## src/fatlb_pkg.sv

```systemverilog
// ----------------------------------------------------------------------------
// fatlb_pkg
// Shared sizes, operation codes and the search result type of the
// fully associative translation buffer.
// ----------------------------------------------------------------------------
`default_nettype none

package fatlb_pkg;

   localparam int TLB_SLOTS   = 8;
   localparam int OFFSET_BITS = 12;
   localparam int FRAME_BITS  = 8;

   localparam int IDX_W      = (TLB_SLOTS > 1) ? $clog2(TLB_SLOTS) : 1;
   localparam int VA_W       = 32;
   localparam int PAGE_W     = 20;
   localparam int FRAME_W    = 8;
   localparam int PA_W       = 20;
   localparam int LFSR_W     = 16;
   localparam int NIBBLES    = LFSR_W / 4;

   localparam logic [LFSR_W-1:0]  LFSR_SEED   = 16'hACE1;
   localparam logic [FRAME_W-1:0] FRAME_MASK  = FRAME_W'((64'd1 << FRAME_BITS) - 64'd1);
   localparam logic [VA_W-1:0]    OFFSET_MASK = VA_W'((64'd1 << OFFSET_BITS) - 64'd1);

   typedef enum logic [1:0] {
      OP_LOOKUP = 2'd0,
      OP_FILL   = 2'd1,
      OP_FLUSH  = 2'd2
   } op_type;

   typedef struct packed {
      logic             look_hit;
      logic [IDX_W-1:0] look_idx;
      logic             frame_hit;
      logic [IDX_W-1:0] frame_idx;
      logic             free_hit;
      logic [IDX_W-1:0] free_idx;
   } search_type;

endpackage

`default_nettype wire

```

## src/fatlb_search.sv

```systemverilog
// ----------------------------------------------------------------------------
// fatlb_search
// Parallel compare of all entries: lowest matching page, lowest valid
// entry with the fill frame, and lowest free entry.
// ----------------------------------------------------------------------------
`default_nettype none

module fatlb_search (
   input  wire logic [fatlb_pkg::TLB_SLOTS-1:0] entry_valid,
   input  wire logic [fatlb_pkg::PAGE_W-1:0]    entry_page  [fatlb_pkg::TLB_SLOTS],
   input  wire logic [fatlb_pkg::FRAME_W-1:0]   entry_frame [fatlb_pkg::TLB_SLOTS],
   input  wire logic                            look_fits,
   input  wire logic [fatlb_pkg::PAGE_W-1:0]    look_page,
   input  wire logic [fatlb_pkg::FRAME_W-1:0]   fill_frame,
   output fatlb_pkg::search_type                found
);

   // walk from the top so the lowest index wins
   always_comb begin
      found = '0;
      for (int i = fatlb_pkg::TLB_SLOTS - 1; i >= 0; i--) begin
         if (entry_valid[i] && look_fits && entry_page[i] == look_page) begin
            found.look_hit = 1'b1;
            found.look_idx = fatlb_pkg::IDX_W'(i);
         end
         if (entry_valid[i] && entry_frame[i] == fill_frame) begin
            found.frame_hit = 1'b1;
            found.frame_idx = fatlb_pkg::IDX_W'(i);
         end
         if (!entry_valid[i]) begin
            found.free_hit = 1'b1;
            found.free_idx = fatlb_pkg::IDX_W'(i);
         end
      end
   end

endmodule

`default_nettype wire

```

## src/fully_associative_tlb.sv

```systemverilog
// ----------------------------------------------------------------------------
// fully_associative_tlb
// Fully associative translation buffer with lookup, fill and flush and
// LFSR-driven victim choice when every entry is in use.
// ----------------------------------------------------------------------------
// Usage:
//   A word is taken at a clock edge with start high and busy low. It
//   carries an operation (lookup, fill, flush) and its operands.
//   Every word gives exactly one result word on rsp_hit and
//   rsp_physical_address, marked by rsp_valid for one cycle. Fill, flush
//   and the unused code give hit low and address zero.
//   The word is registered in the input register at its accept edge, the
//   search runs in the next cycle, and the entry update and the result
//   word are written into the entries and the result register together.
//   Throughput: one word per cycle; busy stays low once out of reset.
//   Each word sees the entry state left by the word before it.
//   Reset clears all valid bits, loads the LFSR seed and holds busy
//   high until the cycle after reset drops. The receiver cannot stall:
//   results are presented once and never held.
// ----------------------------------------------------------------------------
`default_nettype none

module fully_associative_tlb (
   input  wire logic                            clock,
   input  wire logic                            reset,
   input  wire logic                            start,
   output logic                                 busy,
   input  wire logic [1:0]                      req_operation,
   input  wire logic [fatlb_pkg::VA_W-1:0]      req_virtual_address,
   input  wire logic [fatlb_pkg::PAGE_W-1:0]    req_fill_page,
   input  wire logic [fatlb_pkg::FRAME_W-1:0]   req_fill_frame,
   input  wire logic                            req_write_access,
   output logic                                 rsp_valid,
   output logic                                 rsp_hit,
   output logic [fatlb_pkg::PA_W-1:0]           rsp_physical_address
);

   localparam int S    = fatlb_pkg::TLB_SLOTS;
   localparam int IW   = fatlb_pkg::IDX_W;
   localparam int SUMW = 8;

   // input register
   logic                          busy_ff;
   logic                          req_valid_ff;
   logic [1:0]                    req_op_ff;
   logic [fatlb_pkg::VA_W-1:0]    req_va_ff;
   logic [fatlb_pkg::PAGE_W-1:0]  req_page_ff;
   logic [fatlb_pkg::FRAME_W-1:0] req_frame_ff;
   logic                          req_acc_ff;

   // entries
   logic [S-1:0]                  valid_ff, valid_in;
   logic [fatlb_pkg::PAGE_W-1:0]  page_ff  [S];
   logic [fatlb_pkg::FRAME_W-1:0] frame_ff [S];
   logic [S-1:0]                  access_ff;
   logic [fatlb_pkg::LFSR_W-1:0]  lfsr_ff, lfsr_in;

   // result register
   logic                          rsp_valid_ff;
   logic                          rsp_hit_ff, rsp_hit_in;
   logic [fatlb_pkg::PA_W-1:0]    rsp_pa_ff, rsp_pa_in;

   logic                          accept;
   logic [fatlb_pkg::VA_W-1:0]    va_page;
   logic                          look_fits;
   logic [fatlb_pkg::VA_W-1:0]    va_offset;
   fatlb_pkg::search_type         found;

   logic [fatlb_pkg::LFSR_W-1:0]  lfsr_step;
   logic [IW-1:0]                 mod_lut [fatlb_pkg::NIBBLES][16];
   logic [SUMW-1:0]               mod_sum;
   logic [IW-1:0]                 victim_idx;

   logic                          wr_en;
   logic [IW-1:0]                 wr_idx;
   logic                          acc_en;
   logic [IW-1:0]                 acc_idx;
   logic                          flush_all;

   assign accept = start && !busy_ff;
   assign busy   = busy_ff;

   always_ff @(posedge clock) begin
      if (reset) begin
         busy_ff      <= 1'b1;
         req_valid_ff <= 1'b0;
      end else begin
         busy_ff      <= 1'b0;
         req_valid_ff <= accept;
      end
      if (accept) begin
         req_op_ff    <= req_operation;
         req_va_ff    <= req_virtual_address;
         req_page_ff  <= req_fill_page;
         req_frame_ff <= req_fill_frame & fatlb_pkg::FRAME_MASK;
         req_acc_ff   <= req_write_access;
      end
   end

   assign va_page   = req_va_ff >> fatlb_pkg::OFFSET_BITS;
   assign look_fits = (va_page >> fatlb_pkg::PAGE_W) == '0;
   assign va_offset = req_va_ff & fatlb_pkg::OFFSET_MASK;

   fatlb_search u_search (
      .entry_valid (valid_ff),
      .entry_page  (page_ff),
      .entry_frame (frame_ff),
      .look_fits   (look_fits),
      .look_page   (va_page[fatlb_pkg::PAGE_W-1:0]),
      .fill_frame  (req_frame_ff),
      .found       (found)
   );

   // advanced LFSR value and its residue modulo the entry count
   assign lfsr_step = {lfsr_ff[0] ^ lfsr_ff[2] ^ lfsr_ff[3] ^ lfsr_ff[5],
                       lfsr_ff[fatlb_pkg::LFSR_W-1:1]};

   for (genvar k = 0; k < fatlb_pkg::NIBBLES; k++) begin : g_nib
      for (genvar n = 0; n < 16; n++) begin : g_val
         localparam int TERM = ((n << (4 * k)) % fatlb_pkg::TLB_SLOTS);
         assign mod_lut[k][n] = IW'(TERM);
      end
   end

   always_comb begin
      mod_sum = '0;
      for (int k = 0; k < fatlb_pkg::NIBBLES; k++) begin
         mod_sum = mod_sum + SUMW'(mod_lut[k][lfsr_step[4*k +: 4]]);
      end
      // sum of four residues stays below four times the entry count
      if (mod_sum >= SUMW'(3 * S)) begin
         victim_idx = IW'(mod_sum - SUMW'(3 * S));
      end else if (mod_sum >= SUMW'(2 * S)) begin
         victim_idx = IW'(mod_sum - SUMW'(2 * S));
      end else if (mod_sum >= SUMW'(S)) begin
         victim_idx = IW'(mod_sum - SUMW'(S));
      end else begin
         victim_idx = IW'(mod_sum);
      end
   end

   always_comb begin
      wr_en      = 1'b0;
      wr_idx     = '0;
      acc_en     = 1'b0;
      acc_idx    = found.look_idx;
      flush_all  = 1'b0;
      lfsr_in    = lfsr_ff;
      rsp_hit_in = 1'b0;
      rsp_pa_in  = '0;
      if (req_valid_ff) begin
         case (fatlb_pkg::op_type'(req_op_ff))
            fatlb_pkg::OP_LOOKUP: begin
               if (found.look_hit) begin
                  acc_en     = 1'b1;
                  rsp_hit_in = 1'b1;
                  rsp_pa_in  = fatlb_pkg::PA_W'(
                     (fatlb_pkg::VA_W'(frame_ff[found.look_idx]) << fatlb_pkg::OFFSET_BITS)
                     | va_offset);
               end
            end
            fatlb_pkg::OP_FILL: begin
               wr_en = 1'b1;
               if (found.frame_hit) begin
                  wr_idx = found.frame_idx;
               end else if (found.free_hit) begin
                  wr_idx = found.free_idx;
               end else begin
                  wr_idx  = victim_idx;
                  lfsr_in = lfsr_step;
               end
            end
            fatlb_pkg::OP_FLUSH: begin
               flush_all = 1'b1;
            end
            default: begin
            end
         endcase
      end
   end

   always_comb begin
      valid_in = valid_ff;
      if (flush_all) begin
         valid_in = '0;
      end else if (wr_en) begin
         valid_in[wr_idx] = 1'b1;
      end
   end

   always_ff @(posedge clock) begin
      if (reset) begin
         valid_ff     <= '0;
         lfsr_ff      <= fatlb_pkg::LFSR_SEED;
         rsp_valid_ff <= 1'b0;
      end else begin
         valid_ff     <= valid_in;
         lfsr_ff      <= lfsr_in;
         rsp_valid_ff <= req_valid_ff;
      end
      if (wr_en) begin
         page_ff[wr_idx]   <= req_page_ff;
         frame_ff[wr_idx]  <= req_frame_ff;
         access_ff[wr_idx] <= req_acc_ff;
      end else if (acc_en) begin
         access_ff[acc_idx] <= req_acc_ff;
      end
      rsp_hit_ff <= rsp_hit_in;
      rsp_pa_ff  <= rsp_pa_in;
   end

   assign rsp_valid            = rsp_valid_ff;
   assign rsp_hit              = rsp_hit_ff;
   assign rsp_physical_address = rsp_pa_ff;

   // the access bits are kept as entry state; nothing reads them back out
   logic unused_access;
   assign unused_access = ^access_ff;

endmodule

`default_nettype wire

```

## config.mk

```make
export PLATFORM = sky130hd
export DESIGN_NAME = fully_associative_tlb
export DESIGN_NICKNAME = d
export VERILOG_FILES = /design/src/fatlb_pkg.sv /design/src/fatlb_search.sv /design/src/fully_associative_tlb.sv
export SDC_FILE = /design/constraint.sdc
export NUM_CORES = 1
export LEC_CHECK = 0
export BUFFER_PORTS_ARGS = -buffer_cell sky130_fd_sc_hd__buf_2
export CAP_MARGIN = 40
export CORE_UTILIZATION = 50
export DETAILED_ROUTE_END_ITERATION = 10
export PLACE_DENSITY_LB_ADDON = 0.3
export SETUP_SLACK_MARGIN = 0.15
export SYNTH_ARGS = -nofsm -noshare
export SYNTH_HDL_FRONTEND = slang
export SYNTH_SLANG_ARGS = --single-unit
```

## constraint.sdc

```tcl
create_clock -name clock -period 15.15 [get_ports clock]
set_input_delay 2.2725 -clock clock [delete_from_list [all_inputs] [get_ports clock]]
set_output_delay 2.2725 -clock clock [all_outputs]
set_load 0.03 [all_outputs]
```

* Word-level counts from Yosys, hierarchy flattened
Memories as Yosys holds them, arrays and structs flattened.
Index checks and enable logic that the tools add are counted.
** Operators by class
- $add $sub $neg :: 6
- Order comparisons :: 12
- Equality and inequality tests :: 18
- Multiplexer cells :: 56
- Bitwise logic cells :: 13
- Reduce and logical (&&, ||, !) cells :: 25
** Operators with widths (number)
- bitwise mux 160 bit :: 1
- equality test 20 bit :: 8
- two-way mux 4 bit :: 24
- bitwise mux 64 bit :: 1
- equality test 8 bit :: 8
- demux 20 bit (select 3 bit) :: 1
- two-way mux 3 bit :: 15
- binary-select mux 8 bit (select 3 bit) :: 1
- demux 8 bit (select 3 bit) :: 1
- two-way mux 8 bit :: 3
- greater-or-equal comparator 5 bit (second input constant) :: 4
- two-way mux 20 bit :: 1
- inverter 4 -> 5 bit :: 4
- bitwise OR 20 x 12 -> 20 bit :: 1
- logical AND 1 bit :: 19
- greater-or-equal comparator 6 x 5 -> 1 bit (second input constant) :: 2
- subtractor 3 x 1 -> 3 bit (second input constant) :: 3
- greater-or-equal comparator 4 bit (second input constant) :: 2
- inverter 3 -> 4 bit :: 2
- bitwise OR 8 bit :: 1
- two-way mux 1 bit :: 7
- adder 5 x 3 -> 6 bit :: 1
- greater-or-equal comparator 6 x 4 -> 1 bit (second input constant) :: 1
- adder 4 x 3 -> 5 bit :: 1
- other kinds (15) :: 18
** Storage, ports and cells
- Register bits after elaboration :: 334
- Memory bits (read-only) :: 192
- Bits of input ports :: 66
- Output and inout bits :: 23
- Logic and storage cells :: 161
- Memories kept :: 4
** Memories
- (name not given) :: depth 16, width 3, read ports 1, clocked after Yosys merged registers in 0, wr ports 0, RTL line fully_associative_tlb.sv:128 : mod_sum = mod_sum + SUMW'(mod_lut[k][lfsr_step[4*k +: 4]]);
- (name not given) :: depth 16, width 3, read ports 1, clocked after Yosys merged registers in 0, wr ports 0, RTL line fully_associative_tlb.sv:128
- (name not given) :: depth 16, width 3, read ports 1, clocked after Yosys merged registers in 0, wr ports 0, RTL line fully_associative_tlb.sv:128
- (name not given) :: depth 16, width 3, read ports 1, clocked after Yosys merged registers in 0, wr ports 0, RTL line fully_associative_tlb.sv:128

* Depth between registers and ports, before layout
- Depth after elaboration :: 22
- Mapped depth :: 12
- Depth with buffers taken out :: 9

* Cells and area by module
Synthesis repeated with hierarchy kept, for this count alone.
** Second synthesis, totals
- Cell total of the unflattened synthesis :: 862
- Area, all modules :: 13704.4 sq um
** Modules (own cells, without submodules)
- fully_associative_tlb :: times used 1, cells each 481, area each 10767.8 sq um, sequential area each 9549.2 sq um
- fatlb_search :: times used 1, cells each 381, area each 2936.6 sq um, sequential area each 0.0 sq um

* Worst setup path before layout
OpenSTA, ideal clock, no wires.
- Path type :: input to register
- From :: in start
- To :: reg req_frame_ff[0] (netlist bit), enable pin
- Setup time :: 489 ps
- Arrival :: 5021 ps
- Required time :: 14661 ps
- Path slack :: 9640 ps
- Cell stages on the path :: 1
- Path buffers :: 0
- Cells stage by stage :: nor2b_1
** On the way
- Word-level cells in the longest chain between the ends :: 1
** RTL lines
- from (decl) :: RTL line fully_associative_tlb.sv:26 : input wire logic start,
- logical AND 1 bit :: RTL line fully_associative_tlb.sv:80 : assign accept = start && !busy_ff;
- to (signal assigned) :: RTL line fully_associative_tlb.sv:95 : req_frame_ff <= req_fill_frame & fatlb_pkg::FRAME_MASK;
- to (decl) :: RTL line fully_associative_tlb.sv:48 : logic [fatlb_pkg::FRAME_W-1:0] req_frame_ff;
Every way passes these cells.
A chain may end at the register's enable or synchronous reset.

==> key figures <==
Clock tree
  – CTS Hold Buffers Added: 0
  – CTS tree: yes
  – Post-CTS Setup Bufs: 0
  – CTS Sinks: 334
  – CTS max path bufs: 3
  – Clock slew at the register clock pins of the worst setup and hold paths: 0.06 ns
  – CTS root buf: clkbuf_16
  – Inserted Clock Buffers: 37
  – Clock latency on the worst-skew pair: 0.53 ns
  – H-tree depth: 2
  – # resized after CTS: 0

Routing
  – Via count: 7441
  – Post-route ant nets: 0
  – Post-Route WL: between 20000 and 30000 microns
  – 1st-iter DRT viols: 622
  – 1st-pass router iterations: 5
  – Vias per inst: ~5.5
  – Remaining DRCs: 0
  – Wire per inst: 21.43 microns

Power and ir drop
  – Comb power frac: 2.1%
  – P_leak: between 0.005 and 0.006 uW
  – PwrDens: 123.4 nW/um^2
  – Sequential power share: 53.5%
  – Clk pwr share: between 40% and 50%
  – Net Sw Frac: 20.42%
  – Psw: a little under 400 uW
  – Internal power: 1527 uW
  – Peak VDD IR: ~0.11 mV

STA
  – Setup TNS: 0 ns
  – Part of the cycle the worst path needs: 26.23%
  – RSZ-0062 raised after global routing: no
  – Slew Limit Headroom: between 30 and 40%
  – Peak Freq: 251.6 MHz
  – Final Max Tran Viols: 0
  – Final hold vios: 0
  – Slew of the pin with the lowest slew margin: 0.9045 ns
  – Final setup fails: 0
  – Clock skew: around 0.02 ns
  – Min Clock Period, post-route: ~4.0 ns

Logic synthesis
  – Adder-Cell Fraction of Synth Area: 0%
  – Top-count cell post-synth: edfxtp_1
  – Synth Area in Simple Gates: 6.786%
  – Post-synth EDFFs: about 290
  – XOR/XNOR Fraction of Synth Area: roughly 15%
  – Synth top area share: between 60 and 70%
  – Top_reg_cell synth: edfxtp_1
  – Yosys reg bits: 334
  – Syn nets: around 950
  – Yosys cell types: 47
  – Synthesized cell area: 13630 sq um
  – Largest family of logic cells by synthesized area: XOR/XNOR gates
  – Share of synthesized area spent on multiplexers: about 2.5%
  – Gate count after technology mapping: 881
  – Post-synthesis sequential area ratio: 70.08%
  – YS warnings: 0
  – Ys async rst share: 0%
  – Syn_area_per_cell: about 15 sq um
  – Post-synth top area cell: edfxtp_1
  – Synth top cells by count: 286 x edfxtp_1, 160 x xnor2_1, 67 x xor2_1
  – Top post-synthesis cells by area: edfxtp_1 63%, xnor2_1 10%, dfxtp_1 7.1%
  – Compound-Gate Fraction of Synth Area: roughly 3.8%

Global route
  – Tot GR Track Use: 21.28%
  – Vias in the first global route: about 7200
  – Pin count of the biggest net entering global routing: 64
  – Gr ovfl total: 0
  – First-pass GRT wire length: 43790 microns
  – Initial antenna violation count: 1

Finish
  – Synth-to-Final Area Change: 14.10%
  – Ant. Diodes: 0
  – Fin util: 57.85%
  – Fraction of layout cells with a size suffix above 1: 16.44%
  – Fin nets: 1049
  – # fillers: 2084

Run status
  – Status: completed

Placed design
  – I/O Buffers: 87
  – GPL Wtd Cong: 0.8169
  – Hpwl dp: about 19000 microns

Worst setup path
  – Crit path max fanout: 21
  – Critical Path End Type: register
  – Critical path type: reg2reg
  – Critical Path Start Type: register
  – Crit path required time: 15.33 ns
  – Arr. time, crit path: roughly 4.2 ns

Die
  – Die height: about 170 microns
  – # rows: 60
  – I/O pin count: 89
  – Die width: 167.1 microns
  – Full die area: 27920 sq um
  – CORE AREA: 26880 sq um
  – Initial Util: a little over 50%

Min path
  – HP Class: reg2reg

Run
  – Max_cap viols: 0
[logic make-up (layout without fill, tap and decap cells)]
logic type,count (synthesis),in the layout
compound gates,70,70
xor+xnor,227,227
buf+inv,52,181
flops,334,334
mux,34,34
simple gates,164,164
[power by group through the flow]
stage                     registers [uW]  logic [uW]  clock network (uW)
after floorplan                     1030        35.3                   0
after global placement              1050        38.9                   0
after detailed placement            1050        39.5                   0
after CTS                           1030        40.0                 866
after global routing                1030        43.4                 898
final                               1030        39.5                 852
[layout by cell type (no fill, tap or decap), types with 3 or more instances in the layout]
cell	n
o21ai_0	14
a211o_1	8
inv_1	14
xor2_1	67
nor4_1	17
nand3_1	22
xnor2_1	160
clkinv_1	5
o21a_1	10
buf_2	88
nor4_2	5
nor2_2	5
a21oi_1	4
nor2b_1	3
a22o_1	7
buf_4	11
a221oi_1	8
nand2b_1	5
nand4_1	40
nor2_1	20
and2_1	15
clkbuf_1	13
a21o_1	7
clkbuf_16	38
mux2i_1	34
nor3_1	9
dfxtp_1	48
nand2_1	13
edfxtp_1	286
[critical path: stages (launching register included)]
cell and delay [ns]:
edfxtp_1 0.81, xor2_1 0.16, nor4_1 0.42, nand4_1 0.17, and2_1 0.19, nor4b_1 0.14
a21oi_1 0.20, o21ai_0 0.29, nor3_2 0.78, buf_4 0.46
[layer usage]
layer / track usage, % / wire length (microns) / vias to the layer above
met5: 0 / 0 / -
met4: 6.683 / 717 / 0
met3: 3.850 / 2100 / 53
met2: 31.85 / 12910 / 290
met1: 31.58 / 13230 / 3661
li1: - / - / 3437
[per-stage QoR]
stage / hold slack (ns) / cell area, sq um / instances / setup slack (ns) / total power [uW]
detailed placement: 0.4268 / 14380 / 1285 / 11.22 / 1086
floorplan: 0.4203 / 13630 / 881 / 9.640 / 1065
finish: 0.4377 / 15550 / 1351 / 11.18 / 1919
CTS: 0.4385 / 15550 / 1351 / 11.18 / 1934
global placement: 0.4226 / 14340 / 1281 / 11.23 / 1085
global route: 0.4628 / 15550 / 1351 / 10.84 / 1970
[registers in the layout (all words and copies together), names as in the netlist, 2 cells and up]
| register | count |
|---|---|
| valid_ff | 8 |
| req_op_ff | 2 |
| lfsr_ff | 16 |
| rsp_physical_address | 20 |
| page_ff | 160 |
| req_frame_ff | 8 |
| req_page_ff | 20 |
| frame_ff | 64 |
| req_va_ff | 32 |
[final cells by class]
class	instances	area, sq um	share of cell area (%)
Sequential cell	334	9549	61.42
Clock inverter	15	165.2	1.062
Tap cell	341	426.7	2.744
Multi-Input combinational cell	495	3805	24.47
Clock buffer	51	999.7	6.430
Timing Repair Buffer	101	549.3	3.533
Inverter	14	52.55	0.3380
[final timing paths]
path	start	end	slack, ns	cells after the start
max	req_frame_ff[7]	page_ff[27]	11.18	9
min	req_va_ff[2]	rsp_physical_address[2]	0.44	1
max reg2reg	req_frame_ff[7]	page_ff[27]	11.18	9
min reg2reg	req_va_ff[2]	rsp_physical_address[2]	0.44	1
(Power assumes the default switching activity.)
